**src/rtl/dwpp_pkg.sv**
```systemverilog
// ----------------------------------------------------------------------------
// dwpp_pkg: shared types and constants for the display and Wi-Fi power policy
// Holds the transaction payload structs, the configuration struct, the
// register map and the fixed time constants of the policy.
// ----------------------------------------------------------------------------
`default_nettype none

package dwpp_pkg;

    // Event opcodes.
    localparam logic OP_ACTIVITY = 1'b0;
    localparam logic OP_EVAL     = 1'b1;

    // Register map, one 32-bit word per register.
    typedef enum logic [2:0] {
        REG_SCHED_EN,
        REG_POWER_MODE,
        REG_ACTIVE_START,
        REG_ACTIVE_END,
        REG_TAP_WAKE,
        REG_INACT_TIMEOUT,
        REG_WIFI_ALLOWED,
        REG_CHECK_INTERVAL
    } reg_idx_t;

    localparam int PADDR_W = 5;

    // Power modes.
    localparam logic [1:0] PM_DISPLAY_ONLY = 2'd0;
    localparam logic [1:0] PM_DEEP_SLEEP   = 2'd2;

    // Time constants.
    localparam int          CUR_W         = 11;
    localparam int          DIFF_W        = 13;
    localparam int          TMO_PROD_W    = 27;
    localparam int          SLEEP_W       = 37;
    localparam logic [10:0] MIN_PER_HOUR  = 11'd60;
    localparam logic [10:0] MIN_PER_DAY   = 11'd1440;
    localparam logic [3:0]  MIN_SLEEP_MIN = 4'd5;
    localparam logic [15:0] MS_PER_MIN    = 16'd60000;
    localparam logic [25:0] US_PER_MIN    = 26'd60000000;

    // Configuration reset values.
    localparam logic        RST_SCHED_EN       = 1'b0;
    localparam logic [1:0]  RST_POWER_MODE     = 2'd0;
    localparam logic [10:0] RST_ACTIVE_START   = 11'd0;
    localparam logic [10:0] RST_ACTIVE_END     = 11'd0;
    localparam logic        RST_TAP_WAKE       = 1'b1;
    localparam logic [10:0] RST_INACT_TIMEOUT  = 11'd5;
    localparam logic        RST_WIFI_ALLOWED   = 1'b1;
    localparam logic [15:0] RST_CHECK_INTERVAL = 16'd1000;

    typedef struct packed {
        logic        op;
        logic [31:0] now_ms;
        logic [4:0]  hour;
        logic [5:0]  minute;
        logic        time_valid;
        logic        clock_synced;
        logic        wifi_connected;
    } evt_t;

    typedef struct packed {
        logic        display_on;
        logic        wifi_policy_off;
        logic        wifi_connect;
        logic        wifi_disconnect;
        logic        sleep_request;
        logic [36:0] sleep_us;
    } res_t;

    typedef struct packed {
        logic        schedule_enabled;
        logic [1:0]  power_mode;
        logic [10:0] active_start_minute;
        logic [10:0] active_end_minute;
        logic        tap_wake_enabled;
        logic [10:0] inactivity_timeout_minutes;
        logic        wifi_allowed;
        logic [15:0] check_interval_ms;
    } cfg_t;

    typedef struct packed {
        logic display_flag;
        logic manual_wake;
        logic off_by_inactivity;
        logic wifi_held_off;
    } flags_t;

    localparam flags_t FLAGS_RESET = '{
        display_flag:      1'b1,
        manual_wake:       1'b0,
        off_by_inactivity: 1'b0,
        wifi_held_off:     1'b0
    };

endpackage

`default_nettype wire

```
**src/rtl/dwpp_regs.sv**
```systemverilog
// ----------------------------------------------------------------------------
// dwpp_regs: configuration register file
// APB-style slave with zero wait states. Each register sits in its own
// 32-bit word; reads return the stored value, zero-extended.
// ----------------------------------------------------------------------------
`default_nettype none

module dwpp_regs (
    input  wire logic                         clk,
    input  wire logic                         rst_n,
    input  wire logic                         psel,
    input  wire logic                         penable,
    input  wire logic                         pwrite,
    input  wire logic [dwpp_pkg::PADDR_W-1:0] paddr,
    input  wire logic [31:0]                  pwdata,
    output logic      [31:0]                  prdata,
    output logic                              pready,
    output dwpp_pkg::cfg_t                    cfg
);
    import dwpp_pkg::*;

    cfg_t     cfg_reg;
    logic     wr_en;
    reg_idx_t idx;

    assign pready = 1'b1;
    assign wr_en  = psel & penable & pwrite;
    assign idx    = reg_idx_t'(paddr[PADDR_W-1:2]);
    assign cfg    = cfg_reg;

    // Register writes on the access phase of a write transaction.
    always_ff @(posedge clk or negedge rst_n)
    begin
        if (!rst_n)
        begin
            cfg_reg.schedule_enabled           <= RST_SCHED_EN;
            cfg_reg.power_mode                 <= RST_POWER_MODE;
            cfg_reg.active_start_minute        <= RST_ACTIVE_START;
            cfg_reg.active_end_minute          <= RST_ACTIVE_END;
            cfg_reg.tap_wake_enabled           <= RST_TAP_WAKE;
            cfg_reg.inactivity_timeout_minutes <= RST_INACT_TIMEOUT;
            cfg_reg.wifi_allowed               <= RST_WIFI_ALLOWED;
            cfg_reg.check_interval_ms          <= RST_CHECK_INTERVAL;
        end
        else if (wr_en)
        begin
            case (idx)
                REG_SCHED_EN:       cfg_reg.schedule_enabled           <= pwdata[0];
                REG_POWER_MODE:     cfg_reg.power_mode                 <= pwdata[1:0];
                REG_ACTIVE_START:   cfg_reg.active_start_minute        <= pwdata[10:0];
                REG_ACTIVE_END:     cfg_reg.active_end_minute          <= pwdata[10:0];
                REG_TAP_WAKE:       cfg_reg.tap_wake_enabled           <= pwdata[0];
                REG_INACT_TIMEOUT:  cfg_reg.inactivity_timeout_minutes <= pwdata[10:0];
                REG_WIFI_ALLOWED:   cfg_reg.wifi_allowed               <= pwdata[0];
                REG_CHECK_INTERVAL: cfg_reg.check_interval_ms          <= pwdata[15:0];
                default:            ;
            endcase
        end
    end

    // Read data mux.
    always_comb
    begin
        case (idx)
            REG_SCHED_EN:       prdata = {31'd0, cfg_reg.schedule_enabled};
            REG_POWER_MODE:     prdata = {30'd0, cfg_reg.power_mode};
            REG_ACTIVE_START:   prdata = {21'd0, cfg_reg.active_start_minute};
            REG_ACTIVE_END:     prdata = {21'd0, cfg_reg.active_end_minute};
            REG_TAP_WAKE:       prdata = {31'd0, cfg_reg.tap_wake_enabled};
            REG_INACT_TIMEOUT:  prdata = {21'd0, cfg_reg.inactivity_timeout_minutes};
            REG_WIFI_ALLOWED:   prdata = {31'd0, cfg_reg.wifi_allowed};
            REG_CHECK_INTERVAL: prdata = {16'd0, cfg_reg.check_interval_ms};
            default:            prdata = 32'd0;
        endcase
    end

endmodule

`default_nettype wire

```
**src/rtl/dwpp_eval.sv**
```systemverilog
// ----------------------------------------------------------------------------
// dwpp_eval: single-event policy step
// Combinational next-state and result logic for one event: activity stamp,
// manual wake, inactivity timeout, schedule window, Wi-Fi hold and sleep.
// ----------------------------------------------------------------------------
`default_nettype none

module dwpp_eval #(
    parameter int STAMP_WIDTH = 32
) (
    input  wire dwpp_pkg::evt_t        evt,
    input  wire dwpp_pkg::cfg_t        cfg,
    input  wire dwpp_pkg::flags_t      flags,
    input  wire logic [STAMP_WIDTH-1:0] last_act,
    input  wire logic [STAMP_WIDTH-1:0] last_chk,
    output dwpp_pkg::flags_t           flags_next,
    output logic      [STAMP_WIDTH-1:0] last_act_next,
    output logic      [STAMP_WIDTH-1:0] last_chk_next,
    output dwpp_pkg::res_t             res
);
    import dwpp_pkg::*;

    localparam int CMP_W = (STAMP_WIDTH > TMO_PROD_W) ? STAMP_WIDTH : TMO_PROD_W;

    logic [STAMP_WIDTH-1:0] now_s;
    logic [STAMP_WIDTH-1:0] idle;
    logic [STAMP_WIDTH-1:0] since;
    logic [TMO_PROD_W-1:0]  tmo_ms;
    logic                   timeout_hit;
    logic                   interval_hit;
    logic [CUR_W-1:0]       cur;
    logic                   in_win;
    logic [DIFF_W-1:0]      diff;
    logic                   diff_ok;
    logic [CUR_W-1:0]       diff_m1;
    logic [SLEEP_W-1:0]     sleep_len;
    logic                   mode_wifi;
    logic                   done;
    flags_t                 f;

    // Stamp arithmetic wraps at the stamp width.
    assign now_s        = STAMP_WIDTH'(evt.now_ms);
    assign idle         = now_s - last_act;
    assign since        = now_s - last_chk;
    assign tmo_ms       = TMO_PROD_W'(cfg.inactivity_timeout_minutes)
                        * TMO_PROD_W'(MS_PER_MIN);
    assign timeout_hit  = CMP_W'(idle) > CMP_W'(tmo_ms);
    assign interval_hit = since >= STAMP_WIDTH'(cfg.check_interval_ms);

    // Minute of day and active window test; the window may wrap past midnight.
    assign cur = CUR_W'(CUR_W'(evt.hour) * MIN_PER_HOUR) + CUR_W'(evt.minute);

    always_comb
    begin
        if (cfg.active_start_minute == cfg.active_end_minute)
            in_win = 1'b1;
        else if (cfg.active_start_minute < cfg.active_end_minute)
            in_win = (cur >= cfg.active_start_minute) && (cur < cfg.active_end_minute);
        else
            in_win = (cur >= cfg.active_start_minute) || (cur < cfg.active_end_minute);
    end

    // Minutes until the window opens again; may go negative for odd inputs.
    always_comb
    begin
        if (cfg.active_start_minute > cur)
            diff = DIFF_W'(cfg.active_start_minute) - DIFF_W'(cur);
        else
            diff = DIFF_W'(MIN_PER_DAY) - DIFF_W'(cur) + DIFF_W'(cfg.active_start_minute);
    end

    assign diff_ok   = $signed(diff) >= $signed(DIFF_W'(MIN_SLEEP_MIN));
    assign diff_m1   = CUR_W'(diff - DIFF_W'(1));
    assign sleep_len = SLEEP_W'(diff_m1) * SLEEP_W'(US_PER_MIN);
    assign mode_wifi = cfg.power_mode != PM_DISPLAY_ONLY;

    // Policy step.
    always_comb
    begin
        f             = flags;
        done          = 1'b0;
        last_act_next = last_act;
        last_chk_next = last_chk;
        res           = '0;

        if (evt.op == OP_ACTIVITY)
        begin
            last_act_next = now_s;
            if (cfg.tap_wake_enabled && !f.display_flag)
            begin
                f.manual_wake       = 1'b1;
                f.off_by_inactivity = 1'b0;
            end
        end
        else
        begin
            // A pending manual wake lights the display first.
            if (f.manual_wake && !f.display_flag)
            begin
                f.display_flag      = 1'b1;
                f.off_by_inactivity = 1'b0;
            end

            // Inactivity timeout ends the step when it fires.
            if (f.display_flag && (last_act != '0) && timeout_hit)
            begin
                f.display_flag      = 1'b0;
                f.off_by_inactivity = 1'b1;
                f.manual_wake       = 1'b0;
                done                = 1'b1;
            end

            if (!done && interval_hit)
            begin
                last_chk_next = now_s;
                if (!cfg.schedule_enabled)
                begin
                    if (f.wifi_held_off)
                    begin
                        f.wifi_held_off  = 1'b0;
                        res.wifi_connect = cfg.wifi_allowed && !evt.wifi_connected;
                    end
                end
                else if (evt.time_valid)
                begin
                    // Wi-Fi hold outside the window in a Wi-Fi power mode, release otherwise.
                    if (!in_win && mode_wifi)
                    begin
                        if (!f.wifi_held_off)
                        begin
                            f.wifi_held_off     = 1'b1;
                            res.wifi_disconnect = 1'b1;
                        end
                    end
                    else if (f.wifi_held_off)
                    begin
                        f.wifi_held_off  = 1'b0;
                        res.wifi_connect = cfg.wifi_allowed && !evt.wifi_connected;
                    end

                    // Display follows the window unless the timeout or a manual wake owns it.
                    if (!f.off_by_inactivity)
                    begin
                        if (!in_win && !f.manual_wake)
                            f.display_flag = 1'b0;
                        else if (in_win)
                        begin
                            f.display_flag = 1'b1;
                            f.manual_wake  = 1'b0;
                        end
                    end

                    // Deep sleep until one minute before the window opens.
                    if (!in_win && (cfg.power_mode == PM_DEEP_SLEEP) && evt.clock_synced
                        && !f.manual_wake && diff_ok)
                    begin
                        res.sleep_request   = 1'b1;
                        res.wifi_disconnect = 1'b1;
                        res.sleep_us        = sleep_len;
                    end
                end
            end
        end

        flags_next          = f;
        res.display_on      = f.display_flag;
        res.wifi_policy_off = f.wifi_held_off;
    end

endmodule

`default_nettype wire

```
**src/rtl/display_wifi_power_policy.sv**
```systemverilog
// ----------------------------------------------------------------------------
// display_wifi_power_policy: display and Wi-Fi power policy controller
// Takes activity and evaluation events and returns one policy result per
// event: display and Wi-Fi hold state plus connect, disconnect and sleep.
//
//   Channel   Handshake             Payload   Direction
//   evt       evt_valid/evt_ready   evt_t     event in
//   res       res_valid/res_ready   res_t     result out
//   apb       psel/penable/pready   32-bit    configuration
//
// Each event is captured in the input register and its result is registered
// in the result register; one event per cycle is sustained while results are
// taken. The policy step is one pass of logic between the two.
// A stalled result holds the result register; the input register keeps
// accepting as long as its contents can move on in the same cycle.
// Reset turns the display flag on, clears the other policy flags, both
// stamps and the valid bits at once.
// ----------------------------------------------------------------------------
`default_nettype none

module display_wifi_power_policy #(
    parameter int STAMP_WIDTH = 32
) (
    input  wire logic                         clk,
    input  wire logic                         rst_n,
    input  wire logic                         evt_valid,
    output logic                              evt_ready,
    input  wire dwpp_pkg::evt_t               evt,
    output logic                              res_valid,
    input  wire logic                         res_ready,
    output dwpp_pkg::res_t                    res,
    input  wire logic                         psel,
    input  wire logic                         penable,
    input  wire logic                         pwrite,
    input  wire logic [dwpp_pkg::PADDR_W-1:0] paddr,
    input  wire logic [31:0]                  pwdata,
    output logic      [31:0]                  prdata,
    output logic                              pready
);
    import dwpp_pkg::*;

    cfg_t                   cfg;
    logic                   in_valid_reg;
    evt_t                   in_data_reg;
    logic                   out_valid_reg;
    res_t                   out_data_reg;
    flags_t                 flags_reg;
    flags_t                 flags_next;
    logic [STAMP_WIDTH-1:0] last_act_reg;
    logic [STAMP_WIDTH-1:0] last_act_next;
    logic [STAMP_WIDTH-1:0] last_chk_reg;
    logic [STAMP_WIDTH-1:0] last_chk_next;
    res_t                   step_res;
    logic                   advance;

    dwpp_regs u_regs (
        .clk     (clk),
        .rst_n   (rst_n),
        .psel    (psel),
        .penable (penable),
        .pwrite  (pwrite),
        .paddr   (paddr),
        .pwdata  (pwdata),
        .prdata  (prdata),
        .pready  (pready),
        .cfg     (cfg)
    );

    dwpp_eval #(
        .STAMP_WIDTH (STAMP_WIDTH)
    ) u_eval (
        .evt           (in_data_reg),
        .cfg           (cfg),
        .flags         (flags_reg),
        .last_act      (last_act_reg),
        .last_chk      (last_chk_reg),
        .flags_next    (flags_next),
        .last_act_next (last_act_next),
        .last_chk_next (last_chk_next),
        .res           (step_res)
    );

    // An event moves to the result register when that register frees up.
    assign advance   = in_valid_reg && (!out_valid_reg || res_ready);
    assign evt_ready = !in_valid_reg || advance;
    assign res_valid = out_valid_reg;
    assign res       = out_data_reg;

    // Control state and policy state.
    always_ff @(posedge clk or negedge rst_n)
    begin
        if (!rst_n)
        begin
            in_valid_reg  <= 1'b0;
            out_valid_reg <= 1'b0;
            flags_reg     <= FLAGS_RESET;
            last_act_reg  <= '0;
            last_chk_reg  <= '0;
        end
        else
        begin
            if (evt_ready)
                in_valid_reg <= evt_valid;
            if (advance)
                out_valid_reg <= 1'b1;
            else if (res_ready)
                out_valid_reg <= 1'b0;
            if (advance)
            begin
                flags_reg    <= flags_next;
                last_act_reg <= last_act_next;
                last_chk_reg <= last_chk_next;
            end
        end
    end

    // Payload registers.
    always_ff @(posedge clk)
    begin
        if (evt_valid && evt_ready)
            in_data_reg <= evt;
        if (advance)
            out_data_reg <= step_res;
    end

`ifndef SYNTH
    // A sleep request always comes with a Wi-Fi disconnect.
    a_sleep_disc: assert property (@(posedge clk) disable iff (!rst_n)
        (out_valid_reg && out_data_reg.sleep_request) |-> out_data_reg.wifi_disconnect)
        else $error("sleep request without wifi disconnect");

    // The sleep length is zero unless sleep is requested.
    a_sleep_zero: assert property (@(posedge clk) disable iff (!rst_n)
        (out_valid_reg && !out_data_reg.sleep_request) |-> (out_data_reg.sleep_us == '0))
        else $error("sleep length set without sleep request");

    // A connect pulse only follows a release of the Wi-Fi hold.
    a_conn_rel: assert property (@(posedge clk) disable iff (!rst_n)
        (out_valid_reg && out_data_reg.wifi_connect)
        |-> (!out_data_reg.wifi_policy_off && !out_data_reg.wifi_disconnect))
        else $error("wifi connect while held off");

    // A disconnect without sleep means the hold was just taken.
    a_disc_hold: assert property (@(posedge clk) disable iff (!rst_n)
        (out_valid_reg && out_data_reg.wifi_disconnect && !out_data_reg.sleep_request)
        |-> out_data_reg.wifi_policy_off)
        else $error("wifi disconnect without hold");

    // An event that moves on always shows up as a result next cycle.
    a_advance: assert property (@(posedge clk) disable iff (!rst_n)
        advance |=> out_valid_reg)
        else $error("result lost after advance");
`endif

endmodule

`default_nettype wire
```
**config.mk**
```make
export PLATFORM = sky130hd
export DESIGN_NAME = display_wifi_power_policy
export DESIGN_NICKNAME = d
export VERILOG_FILES = /design/src/rtl/dwpp_pkg.sv /design/src/rtl/dwpp_regs.sv /design/src/rtl/dwpp_eval.sv /design/src/rtl/display_wifi_power_policy.sv
export SDC_FILE = /design/constraint.sdc
export NUM_CORES = 1
export LEC_CHECK = 0
export BUFFER_PORTS_ARGS = -buffer_cell sky130_fd_sc_hd__buf_2
export CAP_MARGIN = 40
export CORE_ASPECT_RATIO = 1.1
export CORE_UTILIZATION = 47
export DETAILED_ROUTE_END_ITERATION = 12
export PLACE_DENSITY = 0.67
export SLEW_MARGIN = 0
export SYNTH_ARGS = -nofsm -noshare
export SYNTH_HDL_FRONTEND = slang
export SYNTH_SLANG_ARGS = --single-unit
```
**constraint.sdc**
```tcl
create_clock -name clk -period 11.7 [get_ports clk]
set_input_delay 0.585 -clock clk [delete_from_list [all_inputs] [get_ports clk]]
set_output_delay 0.585 -clock clk [all_outputs]
set_load 0.02 [all_outputs]
```
After elaboration in Yosys (flattened, before gate mapping) --
Index checks and enable logic that the tools add are counted.
Storage, ports and cells: bits in registers 213, input port bits 91, output and inout bits 77, logic and storage cells 143
Operators by class: $add $sub $neg 7, $mul 3, $lt $le $gt $ge 7, equal/unequal tests 9, mux-type cells 39, bitwise logic cells 3, reduce and logical (&&, ||, !) cells 45
Operators by type and width (count):
- one-hot mux 32 bit (8 select lines) | 1
- subtractor 32 bit | 2
- two-way mux 40 bit | 1
- two-way mux 39 bit | 1
- greater-or-equal comparator 32 x 16 -> 1 bit | 1
- > comparator 32 x 27 -> 1 bit | 1
- nonzero test 32 bit | 1
- multiplier 11 x 18 -> 29 bit (second input constant) | 1
- < comparator 11 bit | 2
- multiplier 11 x 11 -> 22 bit (second input constant) | 1
- two-way mux 1 bit | 22
- two-way mux 2 bit | 11
- AND reduction 2 bit | 11
- logical AND 1 bit | 15
- adder 13 x 11 -> 13 bit | 1
- greater-or-equal comparator 13 x 4 -> 1 bit (second input constant) | 1
- two-way mux 13 bit | 1
- equality test 3 bit (second input constant) | 4
- subtractor 11 x 11 -> 12 bit | 1
- subtractor 11 x 11 -> 12 bit (first input constant) | 1
- adder 11 x 6 -> 11 bit | 1
- equality test 11 bit | 1
- greater-or-equal comparator 11 bit | 1
- > comparator 11 bit | 1
- other kinds (15) | 29

Logic depth before layout (Yosys ltp) --
depth in word-level cells 22, gate-level depth with buffers 47, mapped depth without buffers 44

Hierarchy --
Synthesis repeated with hierarchy kept, for this count alone.
Second synthesis, totals: cell total of the unflattened synthesis 2271, area, all modules 22029.9 sq um
By module, submodules not included:
- dwpp_eval | times used 1, cells each 1838, area an instance 14037.2 sq um
- display_wifi_power_policy | times used 1, cells each 241, area an instance 5327.6 sq um
- dwpp_regs | times used 1, cells each 192, area an instance 2665.1 sq um

Worst setup path after synthesis --
No wires, ideal clock.
path kind flip-flop to flip-flop, from register in_data_reg[9] (netlist name), to register out_data_reg, in the netlist res[36] (data pin), arrival time 10886 ps, path slack 551 ps, stages on the path, launching flop included 45, path buffers 3, path through edfxtp_1 fa_1 inv_1 fa_1 inv_1 fa_1 ha_1 nor3b_1 o21ai_0 xnor2_1 inv_1 ha_1 nor4_1 o21ai_0 a31oi_1 a2111oi_0 a31oi_1 a22o_1 (+9 left out) nor3b_1 xnor2_1 fa_1 ha_1 inv_1 fa_1 fa_1 fa_1 inv_1 ha_1 or3_1 a211oi_1 o31ai_1 a21boi_0 o211ai_1 a41o_1 mux2i_1 nor4_2
Between the ends: longest elaborated chain between the ends 18
Ends and longest elaborated chain:
- start: declaration | line display_wifi_power_policy.sv:44 | evt_t in_data_reg;
- start signal: assignment | line display_wifi_power_policy.sv:121 | in_data_reg <= evt;
- multiplier 5 x 4 -> 9 bit (*) | line dwpp_eval.sv:51 | assign cur = CUR_W'(CUR_W'(evt.hour) * MIN_PER_HOUR) + CUR_W'(evt.minute);
- adder 11 x 6 -> 11 bit (*) | line dwpp_eval.sv:51
- parallel branches: the longest is 16 deep, another holds multiplier 11 x 18 -> 29 bit
- end signal: assignment | line display_wifi_power_policy.sv:123 | out_data_reg <= step_res;
- end: declaration | line display_wifi_power_policy.sv:46 | res_t out_data_reg;
Mark *: on every way between the ends. The select of a mux whose other input is x is not followed. A chain may end at the register's enable or synchronous reset.

Final worst setup path --
Ends and elaborated chain as after synthesis.

==> results.py <==
metrics = {
    "route": {
        "route.detailed.vias_per_inst": 5.54,
        "antenna_violating_nets_remaining": 0,
        "drtIter0Drc": 707,
        "wl_per_cell_um": 17.7,
        "drt_first_pass_iters": 5,
        "routed_wirelength_mm": 52.8,
        "drt_drc_violations_left": 0,
        "num_vias": 16500,
    },
    "sta": {
        "grt_setup_unrepaired": "false",
        "finalCriticalPeriod_ns": 10.95,
        "finalHoldViolCount": 0,
        "report.final.slew_viol_count": 0,
        "timing.final.setup_violations": 0,
        "total_negative_slack_for_setup_checks_ns": 0,
        "fmaxAchievable_mhz": 91.3,
        "post_route_clock_skew_ns": 0.0138,
        "layout_setup_ws_ns": 0.750,
        "final_worst_path_cycle_share_pct": 93.6,
        "tightest_slew_ns": 0.730,
        "max-slew-margin-rel_pct": 51.3,
    },
    "layout": {
        "finish.utilization_pct": 52.3,
        "layout-area-overhead-vs-synth_pct": 10.2,
        "final_net_count": 2879,
        "drive_above_1_share_pct": 12.9,
        "fin_area_um2": 23200,
        "largest_reg_flops": 54,
    },
    "floorplanning": {
        "die_area_um2": 45700,
        "core_region_area_um2": 44400,
        "ioPinCount": 168,
        "height_of_the_chip_um": 224,
        "num_rows": 81,
        "start_util_pct": 47.5,
        "die_width_um": 204,
    },
    "global_routing": {
        "antenna_found_initial": 1,
        "first_global_vias": 16600,
        "grt.met1_usage_pct": 28.7,
        "grt_start_max_net_pins": 64,
        "peak_usage_layer_in_the_global_routing_report": "met2",
        "grt_first_pass_wirelength_mm": 85.3,
        "grt_util_all_layers_pct": 23.4,
        "grt_overflow": 0,
        "global_route.usage.met2_pct": 42.3,
        "met3_usage_pct": 2.25,
    },
    "hold_path": {
        "min_path_type": "input port to async pin",
    },
    "critical_path": {
        "worst_setup_path_start_kind": "flop",
        "crit_path_arrival_time_ns": 11.25,
        "worstSetupStartpoint": "in_data_reg[9]",
        "path_max_fanout": 6,
        "critical_path.slowest_cell": "sky130_fd_sc_hd__fa_1",
        "critical_path.reg2reg.startpoint": "in_data_reg[9]",
        "r2r_cells": 42,
        "critPathRequiredTime_ns": 12.00,
        "worst_path_largest_cell_delay_ns": 0.58,
        "critical_path_class": "flop to flop",
        "crit_path_end_kind": "flop",
    },
    "clocking": {
        "h_tree_levels": 1,
        "ctsRootBufferMaster": "sky130_fd_sc_hd__clkbuf_16",
        "clock_sink_count": 205,
        "worstSkewPairLatency_ns": 0.56,
        "cts_inserted_buffers": 24,
        "cts_tree": "built",
        "postCtsHoldBufs": 0,
        "cts.path.max_buffers": 3,
        "reg_clk_slew_reported_paths_ns": 0.07,
    },
    "logic_synthesis": {
        "flop_and_latch_count_out_of_synthesis": 205,
        "yosys_warnings": 0,
        "post-synth-top-area-cell": "sky130_fd_sc_hd__ha_1",
        "synth_cell_types": 92,
        "synth_flop_type": "sky130_fd_sc_hd__dfrtp_1",
        "synth_top_cells_by_area": "sky130_fd_sc_hd__ha_1, sky130_fd_sc_hd__dfrtp_1, sky130_fd_sc_hd__edfxtp_1, sky130_fd_sc_hd__fa_1, sky130_fd_sc_hd__inv_1",
        "synth_cells": 2255,
        "syn-mean-instance-area_um2": 9.34,
        "ys_async_sr_fraction_pct": 60.5,
        "synth-edff-count": 81,
        "yosys.area.top_type_share_pct": 18.7,
        "synth.yosys.seq_area_share_pct": 26.3,
        "netlist_area_um2": 21100,
    },
    "place": {
        "gpl.final_weighted_congestion": 0.930,
        "post_placement_cell_area_um2": 22400,
        "placement.setup.worst_slack_ns": 0.330,
        "place.port_buffers": 124,
        "hpwl_mm": 43.6,
    },
    "run": {
        "maxCapViolCount": 0,
    },
    "status": {
        "outcome": "finished clean",
    },
}
[critical path, delay by kind of cell, from the launching register on]
kind | cells | cell delay [ns]
fa+ha+maj | 12 | 4.87
compound gates | 11 | 2.80
simple gates | 9 | 1.21
buf+inv | 6 | 0.56
xor+xnor | 2 | 0.48
flops | 1 | 0.44
mux | 2 | 0.32
[layout make-up]
type	count	area, µm²
sequential	205	5550
antenna	1	2.50
multi-input combinational	1694	14100
timing repair buffer	151	866
tap	581	727
fill	4095	21200
inverter	303	1140
clock buffer	26	628
clock inverter	18	183
[cell usage after synthesis, drive strengths merged, types with 17 or more instances]
| library cell | count |
|---|---|
| a211oi | 26 |
| a21o | 46 |
| a21oi | 108 |
| a31oi | 20 |
| buf | 34 |
| clkbuf | 42 |
| dfrtp | 113 |
| edfxtp | 81 |
| fa | 94 |
| ha | 315 |
| inv | 303 |
| mux2 | 60 |
| mux2i | 30 |
| nand2 | 151 |
| nand2b | 28 |
| nand3 | 36 |
| nand4 | 27 |
| nor2 | 115 |
| nor2b | 17 |
| nor3 | 54 |
| nor4 | 25 |
| o21a | 17 |
| o21ai | 151 |
| o21bai | 18 |
| xnor2 | 84 |
| xor2 | 53 |
[cells in the final DEF, fill, tap and decap left out, types with 27 or more instances in the layout]
cell                       instances
sky130_fd_sc_hd__dfrtp_1         113
sky130_fd_sc_hd__nor3_1           53
sky130_fd_sc_hd__buf_2           123
sky130_fd_sc_hd__nor2_1          112
sky130_fd_sc_hd__fa_1             94
sky130_fd_sc_hd__ha_1            315
sky130_fd_sc_hd__o21ai_0         144
sky130_fd_sc_hd__a21o_1           46
sky130_fd_sc_hd__edfxtp_1         81
sky130_fd_sc_hd__mux2i_1          30
sky130_fd_sc_hd__nand2b_1         28
sky130_fd_sc_hd__nand4_1          27
sky130_fd_sc_hd__nand2_1         151
sky130_fd_sc_hd__inv_1           303
sky130_fd_sc_hd__mux2_2           58
sky130_fd_sc_hd__nand3_1          36
sky130_fd_sc_hd__xnor2_1          83
sky130_fd_sc_hd__xor2_1           52
sky130_fd_sc_hd__a21oi_1         106
[kinds of logic (layout without fill, tap and decap cells)]
| kind of cell | Yosys count | in the layout | synth area share, % |
|---|---|---|---|
| and+or+nand+nor | 529 | 529 | 12.6 |
| AOI/OAI and AO/OA | 498 | 498 | 15.3 |
| adders and majority gates | 411 | 411 | 27.7 |
| buffers and inverters | 379 | 498 | 7.28 |
| DFF | 205 | 205 | 26.3 |
| xor gates and xnor gates | 138 | 138 | 5.80 |
| muxes | 93 | 93 | 4.97 |
| other | 2 | 26 | 0.0356 |
[metrics by stage]
stage	std cells	hold slack, ns
after floorplan	2278	0.289
after global placement	2928	0.469
after detailed placement	2934	0.495
after CTS	2978	0.0930
after global routing	2979	0.148
final	2979	0.0907
[routing by layer]
| metal | wire, µm | share of wire, % |
|---|---|---|
| met5 | 0 | 0 |
| met4 | 1760 | 3.3 |
| met3 | 1720 | 3.3 |
| met2 | 26700 | 50 |
| met1 | 22700 | 43 |
[repair_timing]
action                                 4_1_cts  5_1_grt
setup endpoints to repair                    0        7
resized for setup                            0       15
setup buffers                                0        0
endpoints found under the hold margin        0        0
[path summary, 6_finish.rpt]
path | end | slack (ns)
max | res[36] | 0.75
min | last_chk_reg[22] | 0.09
min in group clk | in_data_reg[39] | 0.20
min reg2reg | last_chk_reg[4] | 0.51
max reg2reg | res[36] | 0.75
max in group asynchronous | u_regs.cfg[6] | 10.48
Power is not shown: default switching activity piles up to over one toggle a cycle in this logic, so the estimate is an artifact.
